File: src/rtl/etcd_pkg.sv
// ----------------------------------------------------------------------------
// etcd_pkg: shared constants and helpers for the elapsed-time calendar unit
// Field widths, the constant divisors of the conversion chain, the month
// start tables and the leap-year and month lookups.
// ----------------------------------------------------------------------------
package etcd_pkg;

    // Field widths at the ports.
    localparam int unsigned W_ELAPSED = 42;
    localparam int unsigned W_YEAR    = 12;
    localparam int unsigned W_MONTH   = 4;
    localparam int unsigned W_DAY     = 5;
    localparam int unsigned W_DOY     = 9;
    localparam int unsigned W_HOUR    = 5;
    localparam int unsigned W_MINUTE  = 6;
    localparam int unsigned W_SECOND  = 6;
    localparam int unsigned W_MILLI   = 10;

    // Count of whole elapsed years; the largest input gives 139.
    localparam int unsigned W_YEARS = 8;

    localparam int unsigned BASE_YEAR = 2000;
    localparam int unsigned CENTURY   = 100;
    localparam int unsigned MONTHS    = 12;
    localparam int unsigned DECEMBER  = 12;

    localparam int unsigned       MS_PER_SECOND = 1000;
    localparam int unsigned       MS_PER_MINUTE = 60 * MS_PER_SECOND;
    localparam int unsigned       MS_PER_HOUR   = 60 * MS_PER_MINUTE;
    localparam int unsigned       MS_PER_DAY    = 24 * MS_PER_HOUR;
    localparam int unsigned       DAYS_PER_YEAR = 365;
    localparam longint unsigned   MS_PER_YEAR   = longint'(DAYS_PER_YEAR) * longint'(MS_PER_DAY);

    // Each divisor carries a power of two that is split off as a plain shift.
    // The low bits bypass the divider and are put back beside its remainder.
    // Day and year share the same power of two, so one shift serves both.
    localparam int unsigned DAY_SH    = 10;
    localparam int unsigned DAY_DIV   = MS_PER_DAY >> DAY_SH;
    localparam int unsigned YEAR_DIV  = DAYS_PER_YEAR * DAY_DIV;
    localparam int unsigned YEAR_XW   = W_ELAPSED - DAY_SH;
    localparam int unsigned YEAR_RW   = $clog2(YEAR_DIV);
    localparam int unsigned DAY_XW    = YEAR_RW;
    localparam int unsigned DAY_RW    = $clog2(DAY_DIV);
    localparam int unsigned MS_DAY_W  = DAY_RW + DAY_SH;

    localparam int unsigned HOUR_SH   = 7;
    localparam int unsigned HOUR_DIV  = MS_PER_HOUR >> HOUR_SH;
    localparam int unsigned HOUR_XW   = MS_DAY_W - HOUR_SH;
    localparam int unsigned HOUR_RW   = $clog2(HOUR_DIV);
    localparam int unsigned MS_HOUR_W = HOUR_RW + HOUR_SH;

    localparam int unsigned MIN_SH    = 5;
    localparam int unsigned MIN_DIV   = MS_PER_MINUTE >> MIN_SH;
    localparam int unsigned MIN_XW    = MS_HOUR_W - MIN_SH;
    localparam int unsigned MIN_RW    = $clog2(MIN_DIV);
    localparam int unsigned MS_MIN_W  = MIN_RW + MIN_SH;

    localparam int unsigned SEC_SH    = 3;
    localparam int unsigned SEC_DIV   = MS_PER_SECOND >> SEC_SH;
    localparam int unsigned SEC_XW    = MS_MIN_W - SEC_SH;
    localparam int unsigned SEC_RW    = $clog2(SEC_DIV);

    // First zero-based day of each month.
    localparam logic [W_DOY-1:0] CUM_COMMON [MONTHS] = '{
        9'd0, 9'd31, 9'd59, 9'd90, 9'd120, 9'd151,
        9'd181, 9'd212, 9'd243, 9'd273, 9'd304, 9'd334
    };
    localparam logic [W_DOY-1:0] CUM_LEAP [MONTHS] = '{
        9'd0, 9'd31, 9'd60, 9'd91, 9'd121, 9'd152,
        9'd182, 9'd213, 9'd244, 9'd274, 9'd305, 9'd335
    };

    typedef struct packed {
        logic [W_MONTH-1:0] month;
        logic [W_DAY-1:0]   dom;
    } t_month_day;

    // The elapsed-year count stays below 256 and 2000 is a multiple of 400,
    // so the only centuries that are not leap years are 100 and 200.
    function automatic logic is_leap(input logic [W_YEARS-1:0] years);
        return (years[1:0] == 2'b00)
            && (years != W_YEARS'(CENTURY))
            && (years != W_YEARS'(2 * CENTURY));
    endfunction

    // Month is the number of later month starts that the day has reached,
    // capped at December; in a leap year December 31 never comes up.
    function automatic t_month_day month_of(input logic [W_DOY-1:0] doy, input logic leap);
        t_month_day           res;
        logic [W_MONTH-1:0]   idx;
        logic [W_DOY-1:0]     start;
        idx = '0;
        for (int k = 1; k < MONTHS; k++) begin
            if (doy >= (leap ? CUM_LEAP[k] : CUM_COMMON[k])) begin
                idx = idx + W_MONTH'(1);
            end
        end
        start     = leap ? CUM_LEAP[idx] : CUM_COMMON[idx];
        res.month = idx + W_MONTH'(1);
        res.dom   = W_DAY'(doy - start + W_DOY'(1));
        return res;
    endfunction

endpackage

File: src/rtl/elapsed_time_to_calendar_date_unit.sv
// ----------------------------------------------------------------------------
// elapsed_time_to_calendar_date_unit: milliseconds since 2000 to calendar date
// Splits an elapsed millisecond count into year, month, day of month, day of
// year, hour, minute, second and millisecond, with a leap-year flag. Every
// year counts as 365 days; the leap rule only selects the month table.
//
// Usage: the input channel (i_valid, o_stall, i_elapsed_ms) takes one item
// per transfer. The result channel (o_valid, i_stall and the o_ fields)
// gives exactly one result for each input, in order.
// Throughput is one item per clock cycle while not stalled. Items pass the
// input register, five dividers by a constant in a chain (year, day, hour,
// minute, second) of two register stages each, and the result register.
// The whole pipeline moves as one; when the receiver holds i_stall while a
// result is shown, every stage and the result hold still and o_stall rises
// in the same cycle. Bubbles pass through freely while the output drains.
// A synchronous reset (i_rst_n low) empties the pipeline; data registers
// keep their contents but are never shown without a valid.
// ----------------------------------------------------------------------------
module elapsed_time_to_calendar_date_unit (
    input  logic                              i_clk,
    input  logic                              i_rst_n,
    input  logic                              i_valid,
    output logic                              o_stall,
    input  logic [etcd_pkg::W_ELAPSED-1:0]    i_elapsed_ms,
    output logic                              o_valid,
    input  logic                              i_stall,
    output logic [etcd_pkg::W_YEAR-1:0]       o_year_number,
    output logic [etcd_pkg::W_MONTH-1:0]      o_month_number,
    output logic [etcd_pkg::W_DAY-1:0]        o_day_of_month,
    output logic [etcd_pkg::W_DOY-1:0]        o_day_of_year,
    output logic [etcd_pkg::W_HOUR-1:0]       o_hour_of_day,
    output logic [etcd_pkg::W_MINUTE-1:0]     o_minute_of_hour,
    output logic [etcd_pkg::W_SECOND-1:0]     o_second_of_minute,
    output logic [etcd_pkg::W_MILLI-1:0]      o_millisecond_part,
    output logic                              o_leap_flag
);

    // Stage 0 is the input register, stage 11 the result register.
    localparam int unsigned LAST = 11;

    logic [LAST:0] r_v;
    logic          w_en;

    // Stage 0.
    logic [etcd_pkg::W_ELAPSED-1:0] r_t;

    // Values that travel alongside the divider chain, indexed by stage.
    logic [etcd_pkg::DAY_SH-1:0]   r_tlo   [1:4];
    logic [etcd_pkg::W_YEARS-1:0]  r_years [3:10];
    logic                          r_leap  [3:10];
    logic [etcd_pkg::W_DOY-1:0]    r_doy   [5:10];
    etcd_pkg::t_month_day          r_md    [5:10];
    logic [etcd_pkg::HOUR_SH-1:0]  r_ms7   [5:6];
    logic [etcd_pkg::W_HOUR-1:0]   r_hour  [7:10];
    logic [etcd_pkg::MIN_SH-1:0]   r_ms5   [7:8];
    logic [etcd_pkg::W_MINUTE-1:0] r_minute[9:10];
    logic [etcd_pkg::SEC_SH-1:0]   r_ms3   [9:10];

    // Divider outputs and the reassembled remainders.
    logic [etcd_pkg::W_YEARS-1:0]   w_years;
    logic [etcd_pkg::YEAR_RW-1:0]   w_rem1;
    logic [etcd_pkg::W_DOY-1:0]     w_doy;
    logic [etcd_pkg::DAY_RW-1:0]    w_rem2;
    logic [etcd_pkg::MS_DAY_W-1:0]  w_ms_day;
    logic [etcd_pkg::W_HOUR-1:0]    w_hour;
    logic [etcd_pkg::HOUR_RW-1:0]   w_rem3;
    logic [etcd_pkg::MS_HOUR_W-1:0] w_ms_hour;
    logic [etcd_pkg::W_MINUTE-1:0]  w_minute;
    logic [etcd_pkg::MIN_RW-1:0]    w_rem4;
    logic [etcd_pkg::MS_MIN_W-1:0]  w_ms_min;
    logic [etcd_pkg::W_SECOND-1:0]  w_second;
    logic [etcd_pkg::SEC_RW-1:0]    w_rem5;
    logic [etcd_pkg::W_MILLI-1:0]   w_milli;

    // Result register.
    logic [etcd_pkg::W_YEAR-1:0]    r_year_number;
    logic [etcd_pkg::W_MONTH-1:0]   r_month_number;
    logic [etcd_pkg::W_DAY-1:0]     r_day_of_month;
    logic [etcd_pkg::W_DOY-1:0]     r_day_of_year;
    logic [etcd_pkg::W_HOUR-1:0]    r_hour_of_day;
    logic [etcd_pkg::W_MINUTE-1:0]  r_minute_of_hour;
    logic [etcd_pkg::W_SECOND-1:0]  r_second_of_minute;
    logic [etcd_pkg::W_MILLI-1:0]   r_millisecond_part;
    logic                           r_leap_flag;

    // The pipeline advances unless a finished result is being held back.
    assign w_en    = !(r_v[LAST] && i_stall);
    assign o_stall = r_v[LAST] && i_stall;
    assign o_valid = r_v[LAST];

    always_ff @(posedge i_clk) begin
        if (!i_rst_n) begin
            r_v <= '0;
        end else if (w_en) begin
            r_v <= {r_v[LAST-1:0], i_valid};
        end
    end

    // Whole years: the input shifted right by the common power of two,
    // divided by the odd part of the year length.
    etcd_cdiv #(
        .XW  (etcd_pkg::YEAR_XW),
        .QW  (etcd_pkg::W_YEARS),
        .DIV (etcd_pkg::YEAR_DIV)
    ) u_year_div (
        .i_clk (i_clk),
        .i_en  (w_en),
        .i_x   (r_t[etcd_pkg::W_ELAPSED-1:etcd_pkg::DAY_SH]),
        .o_q   (w_years),
        .o_r   (w_rem1)
    );

    // Day of year from the shifted remainder of the year.
    etcd_cdiv #(
        .XW  (etcd_pkg::DAY_XW),
        .QW  (etcd_pkg::W_DOY),
        .DIV (etcd_pkg::DAY_DIV)
    ) u_day_div (
        .i_clk (i_clk),
        .i_en  (w_en),
        .i_x   (w_rem1),
        .o_q   (w_doy),
        .o_r   (w_rem2)
    );

    // Milliseconds into the day: the day remainder with the low input bits
    // that skipped both dividers put back underneath.
    assign w_ms_day = {w_rem2, r_tlo[4]};

    etcd_cdiv #(
        .XW  (etcd_pkg::HOUR_XW),
        .QW  (etcd_pkg::W_HOUR),
        .DIV (etcd_pkg::HOUR_DIV)
    ) u_hour_div (
        .i_clk (i_clk),
        .i_en  (w_en),
        .i_x   (w_ms_day[etcd_pkg::MS_DAY_W-1:etcd_pkg::HOUR_SH]),
        .o_q   (w_hour),
        .o_r   (w_rem3)
    );

    assign w_ms_hour = {w_rem3, r_ms7[6]};

    etcd_cdiv #(
        .XW  (etcd_pkg::MIN_XW),
        .QW  (etcd_pkg::W_MINUTE),
        .DIV (etcd_pkg::MIN_DIV)
    ) u_minute_div (
        .i_clk (i_clk),
        .i_en  (w_en),
        .i_x   (w_ms_hour[etcd_pkg::MS_HOUR_W-1:etcd_pkg::MIN_SH]),
        .o_q   (w_minute),
        .o_r   (w_rem4)
    );

    assign w_ms_min = {w_rem4, r_ms5[8]};

    etcd_cdiv #(
        .XW  (etcd_pkg::SEC_XW),
        .QW  (etcd_pkg::W_SECOND),
        .DIV (etcd_pkg::SEC_DIV)
    ) u_second_div (
        .i_clk (i_clk),
        .i_en  (w_en),
        .i_x   (w_ms_min[etcd_pkg::MS_MIN_W-1:etcd_pkg::SEC_SH]),
        .o_q   (w_second),
        .o_r   (w_rem5)
    );

    assign w_milli = {w_rem5, r_ms3[10]};

    // Side registers move with the valid bits; none of them needs a reset.
    always_ff @(posedge i_clk) begin
        if (w_en) begin
            r_t <= i_elapsed_ms;

            r_tlo[1] <= r_t[etcd_pkg::DAY_SH-1:0];
            for (int k = 2; k <= 4; k++) begin
                r_tlo[k] <= r_tlo[k-1];
            end

            // The leap flag is worked out as soon as the year count is known,
            // ahead of the month lookup that needs it.
            r_years[3] <= w_years;
            r_leap[3]  <= etcd_pkg::is_leap(w_years);
            for (int k = 4; k <= 10; k++) begin
                r_years[k] <= r_years[k-1];
                r_leap[k]  <= r_leap[k-1];
            end

            r_doy[5] <= w_doy;
            r_md[5]  <= etcd_pkg::month_of(w_doy, r_leap[4]);
            for (int k = 6; k <= 10; k++) begin
                r_doy[k] <= r_doy[k-1];
                r_md[k]  <= r_md[k-1];
            end

            r_ms7[5] <= w_ms_day[etcd_pkg::HOUR_SH-1:0];
            r_ms7[6] <= r_ms7[5];

            r_hour[7] <= w_hour;
            for (int k = 8; k <= 10; k++) begin
                r_hour[k] <= r_hour[k-1];
            end

            r_ms5[7] <= w_ms_hour[etcd_pkg::MIN_SH-1:0];
            r_ms5[8] <= r_ms5[7];

            r_minute[9]  <= w_minute;
            r_minute[10] <= r_minute[9];

            r_ms3[9]  <= w_ms_min[etcd_pkg::SEC_SH-1:0];
            r_ms3[10] <= r_ms3[9];

            r_year_number      <= etcd_pkg::W_YEAR'(r_years[10])
                                + etcd_pkg::W_YEAR'(etcd_pkg::BASE_YEAR);
            r_month_number     <= r_md[10].month;
            r_day_of_month     <= r_md[10].dom;
            r_day_of_year      <= r_doy[10];
            r_hour_of_day      <= r_hour[10];
            r_minute_of_hour   <= r_minute[10];
            r_second_of_minute <= w_second;
            r_millisecond_part <= w_milli;
            r_leap_flag        <= r_leap[10];
        end
    end

    assign o_year_number      = r_year_number;
    assign o_month_number     = r_month_number;
    assign o_day_of_month     = r_day_of_month;
    assign o_day_of_year      = r_day_of_year;
    assign o_hour_of_day      = r_hour_of_day;
    assign o_minute_of_hour   = r_minute_of_hour;
    assign o_second_of_minute = r_second_of_minute;
    assign o_millisecond_part = r_millisecond_part;
    assign o_leap_flag        = r_leap_flag;

endmodule

File: src/rtl/etcd_cdiv.sv
// ----------------------------------------------------------------------------
// etcd_cdiv: two-stage divider by a constant
// Quotient estimate by multiplication with a truncated reciprocal, then one
// correction step on the remainder. The dividend and the estimate are
// registered in the first stage, quotient and remainder in the second.
// ----------------------------------------------------------------------------
module etcd_cdiv #(
    parameter int unsigned XW  = etcd_pkg::SEC_XW,
    parameter int unsigned QW  = etcd_pkg::W_SECOND,
    parameter int unsigned DIV = etcd_pkg::SEC_DIV
) (
    input  logic                     i_clk,
    input  logic                     i_en,
    input  logic [XW-1:0]            i_x,
    output logic [QW-1:0]            o_q,
    output logic [$clog2(DIV)-1:0]   o_r
);

    // With the dividend below 2**XW the estimate is low by at most one.
    localparam longint unsigned M_VAL = (64'd1 << XW) / DIV;
    localparam int unsigned     MW    = $clog2(M_VAL + 1);
    localparam int unsigned     RW    = $clog2(DIV);
    localparam int unsigned     PW    = XW + MW;
    localparam logic [MW-1:0]   M_REC = MW'(M_VAL);
    localparam logic [XW-1:0]   DIV_X = XW'(DIV);

    logic [PW-1:0] w_prod;
    logic [XW-1:0] r_x;
    logic [QW-1:0] r_q0;
    logic [XW-1:0] w_qd;
    logic [XW-1:0] w_r0;
    logic          w_ge;
    logic [QW-1:0] n_q;
    logic [RW-1:0] n_r;
    logic [QW-1:0] r_q;
    logic [RW-1:0] r_r;

    assign w_prod = PW'(i_x) * PW'(M_REC);

    always_comb begin
        w_qd = XW'(r_q0) * DIV_X;
        w_r0 = r_x - w_qd;
        w_ge = (w_r0 >= DIV_X);
        n_q  = r_q0 + QW'(w_ge);
        n_r  = w_ge ? RW'(w_r0 - DIV_X) : RW'(w_r0);
    end

    always_ff @(posedge i_clk) begin
        if (i_en) begin
            r_x  <= i_x;
            r_q0 <= w_prod[XW +: QW];
            r_q  <= n_q;
            r_r  <= n_r;
        end
    end

    assign o_q = r_q;
    assign o_r = r_r;

endmodule

File: config.mk
export PLATFORM = sky130hd
export DESIGN_NAME = elapsed_time_to_calendar_date_unit
export DESIGN_NICKNAME = d
export VERILOG_FILES = /design/src/rtl/etcd_pkg.sv /design/src/rtl/elapsed_time_to_calendar_date_unit.sv /design/src/rtl/etcd_cdiv.sv
export SDC_FILE = /design/constraint.sdc
export NUM_CORES = 2
export LEC_CHECK = 0
export BUFFER_PORTS_ARGS = -buffer_cell sky130_fd_sc_hd__buf_4
export CAP_MARGIN = 15
export CORE_MARGIN = 2
export CORE_UTILIZATION = 40
export DETAILED_ROUTE_END_ITERATION = 6
export GPL_TIMING_DRIVEN = 0
export HOLD_SLACK_MARGIN = 0.12
export PLACE_DENSITY = 0.61
export SKIP_CTS_REPAIR_TIMING = 1
export SLEW_MARGIN = 40
export SYNTH_ARGS = -nofsm -noshare
export SYNTH_HDL_FRONTEND = slang
export SYNTH_SLANG_ARGS = --single-unit
File: constraint.sdc
create_clock -name i_clk -period 23.7 [get_ports i_clk]
set_input_delay 3.555 -clock i_clk [delete_from_list [all_inputs] [get_ports i_clk]]
set_output_delay 3.555 -clock i_clk [all_outputs]
set_load 0.01 [all_outputs]
==> run metrics <==
Final Setup Violations=0; DR vias=26852; number of diodes=0; Syn Nets=4990; Hold WS=380 ps; CP dominant cell by count=ha_1; status=finished, final reports clean; fraction of synthesized area in multiplexers=0.00432; synthesis-to-layout area growth=12.0%; Seq cells post-synth=643; initial core utilization=0.403; worst path required time=24110 ps; CP Max Fanout=11; initial antenna violation count=0; final cycle utilization of the critical path=0.408; Place WS=14050 ps; EDFF count, synth=631; Post-Synth XOR/XNOR Area=0.0461; reg-to-reg setup timing slack=14040 ps; multi-input combinational cell area=24200 sq um; syn avg cell area=12.0 sq um; worst setup path startpoint=r_leap[4]$_DFFE_PN_; Total Routed Length=78.5 mm; post-synth top area share=0.404; Warnings, synthesis=0; CP startpoint kind=register; slowest cell delay on critical path=640 ps; Die X=346 um; die area=120000 sq um; io pins=106; Primary FF master, synth=edfxtp_1; Detailed Routing Iterations Pass 1=5; min-delay src=r_t[7]$_DFFE_PN_; clk_lat worst skew=670 ps; Adder-Cell Fraction of Synth Area=0.337; fraction of layout cells with a size suffix above 1=0.0753; total congestion overflow=0; Placement Rows=125; H-tree depth=3; fmax=104 MHz; Detail Route Antenna Nets=0; synthesized area=46900 sq um; max-slew violation count=0; R2R cell count=44; gr usage total=0.135; most instantiated cells after synthesis=inv_1, ha_1, edfxtp_1, fa_1, xnor2_1; CTS tree=yes; most common cell in the netlist=inv_1; Synth Area in Compound Gates=0.0745; Total Nets Final=5193; PnR worst setup slack=14040 ps; cell family with most CP delay=adder cells; slowest CP cell=edfxtp_1; DR WL/cell=13.8 um; vias in the first global route=27936; largest net degree at the start of global routing=43; skew final=32.8 ps; Final Hold Viols=0; main combinational cell family by area after synthesis=adder cells; Storage cell area=19200 sq um; Clock Sinks=643; Final Instance Area=52500 sq um; CTS Buffer Depth=3; CTS buffer count=78; Worst Setup End Kind=register; Post-synth ARST share=0; worst min path class=register to register; Worst R2R Start=r_leap[4]$_DFFE_PN_; height of the die=346 um; post-synth top area cell=edfxtp_1; vias per cell=4.73; RePlAce Congestion=0.904; Post-DP Area=49900 sq um; CORE AREA=116000 sq um; Final min period=9660 ps; Crit. path cell count=44; DP HPWL=61.4 mm; maxcap violations=0; crit path to=r_md[5][4]$_DFFE_PN_; clock slew at reported path FFs=60 ps; DRC violations left=0; number of distinct library cells after synthesis=97; Area contributors post-synth=edfxtp_1, ha_1, fa_1; Slew headroom=0.493; CP arrival=10070 ps; clock root buffer=clkbuf_16; fill count=10656; Worst Tran Pin Value=754 ps; Worst Path Buf+Inv=4; RSZ-0062 raised after global routing=false; sequential area share after synthesis=0.409; Port-buffer cells=105; DRT iter0 DRCs=1151; global-route wire length before repair=134 mm; R2R Path End=r_md[5][4]$_DFFE_PN_; Syn Inst Count=3894; Setup CP Type=register to register; Synth Area in Simple Gates=0.0543
==> area by class of cell <==
| cell class | count | share of cell area |
|---|---|---|
| Clock buffer | 89 | 0.0380 |
| Tap cell | 1524 | 0.0363 |
| Buffer | 23 | 0.00267 |
| Timing Repair Buffer | 123 | 0.0217 |
| Inverter | 897 | 0.0641 |
| Clock inverter | 52 | 0.0108 |
| Multi-Input combinational cell | 2331 | 0.461 |
| Sequential cell | 643 | 0.366 |
==> stage by stage <==
stage,cells,utilization,setup TNS [ps]
5_1_grt,5682,0.452,0
2_1_floorplan,3894,-,0
4_1_cts,5681,0.452,0
3_5_place_dp,5540,0.430,0
6_report,5682,0.452,0
3_3_place_gp,5523,0.427,-3465050
==> registers in the layout, summed over array words and instances, names as in the netlist, 12 cells and up <==
name	cells
r_minute	12
u_second_div.r_x	13
u_year_div.o_r	25
r_years	64
r_hour	20
u_year_div.r_x	32
u_hour_div.o_r	15
r_tlo	40
r_doy	54
u_hour_div.r_x	20
u_minute_div.r_x	17
r_ms7	14
u_day_div.o_r	17
r_v	12
r_md	54
u_day_div.r_x	25
r_t	42
==> cell usage in the layout, fill, tap and decap left out, types with 7 or more instances in the layout <==
cell,synthesis,routed
a211oi_1,15,15
a21boi_0,24,24
a21o_1,60,60
a21oi_1,120,120
a31oi_1,17,17
and2_1,16,16
and3_1,19,19
and4_1,7,7
buf_12,0,17
buf_4,2,107
bufinv_16,0,7
clkbuf_1,10,20
clkbuf_16,0,78
clkinv_1,0,13
clkinv_2,0,16
dfxtp_1,12,12
edfxtp_1,631,631
fa_1,353,353
ha_1,697,697
inv_1,895,895
mux2i_1,12,12
nand2_1,156,156
nand2b_1,25,25
nand3_1,47,47
nand4_1,22,22
nor2_1,100,100
nor2b_1,23,23
nor3_1,46,46
nor3b_1,7,7
o211ai_1,14,14
o21a_1,36,36
o21ai_0,84,84
o21bai_1,12,12
o31ai_1,14,14
or2_2,13,13
or3_1,8,8
xnor2_1,165,165
xor2_1,71,71
==> per-layer routing <==
layer / vias to the layer above / wire length [um] / share of wire / global-route usage
met2: 290 / 39500 / 0.50 / 0.244
met3: 112 / 2330 / 0.030 / 0.0242
met1: 12878 / 34800 / 0.44 / 0.164
met4: 0 / 1880 / 0.024 / 0.0384
met5: - / 0 / 0 / 0
li1: 13572 / - / - / -
==> how the worst min path moves through the flow <==
stage                                        to  slack (ps)  cells after the start
floorplan           o_day_of_month[0]$_DFFE_PN_         400                      0
global placement         r_tlo[0][18]$_DFFE_PN_         400                      0
detailed placement        o_leap_flag$_DFFE_PN_         400                      0
CTS                      r_tlo[0][17]$_DFFE_PN_         380                      0
global route             r_tlo[0][18]$_DFFE_PN_         390                      0
finish                   r_tlo[0][17]$_DFFE_PN_         380                      0
==> kinds of logic (layout without fill, tap and decap cells) <==
group,count (synthesis),in the layout
xor gates and xnor gates,241,241
DFF,643,643
adders and majority gates,1050,1050
and+or+nand+nor,516,516
muxes,19,19
buffers and inverters,920,1184
AOI/OAI and AO/OA,505,505
Power is left out: the tool's default activity adds up to more than one toggle a clock period on the data nets, which glitch-free logic cannot reach.
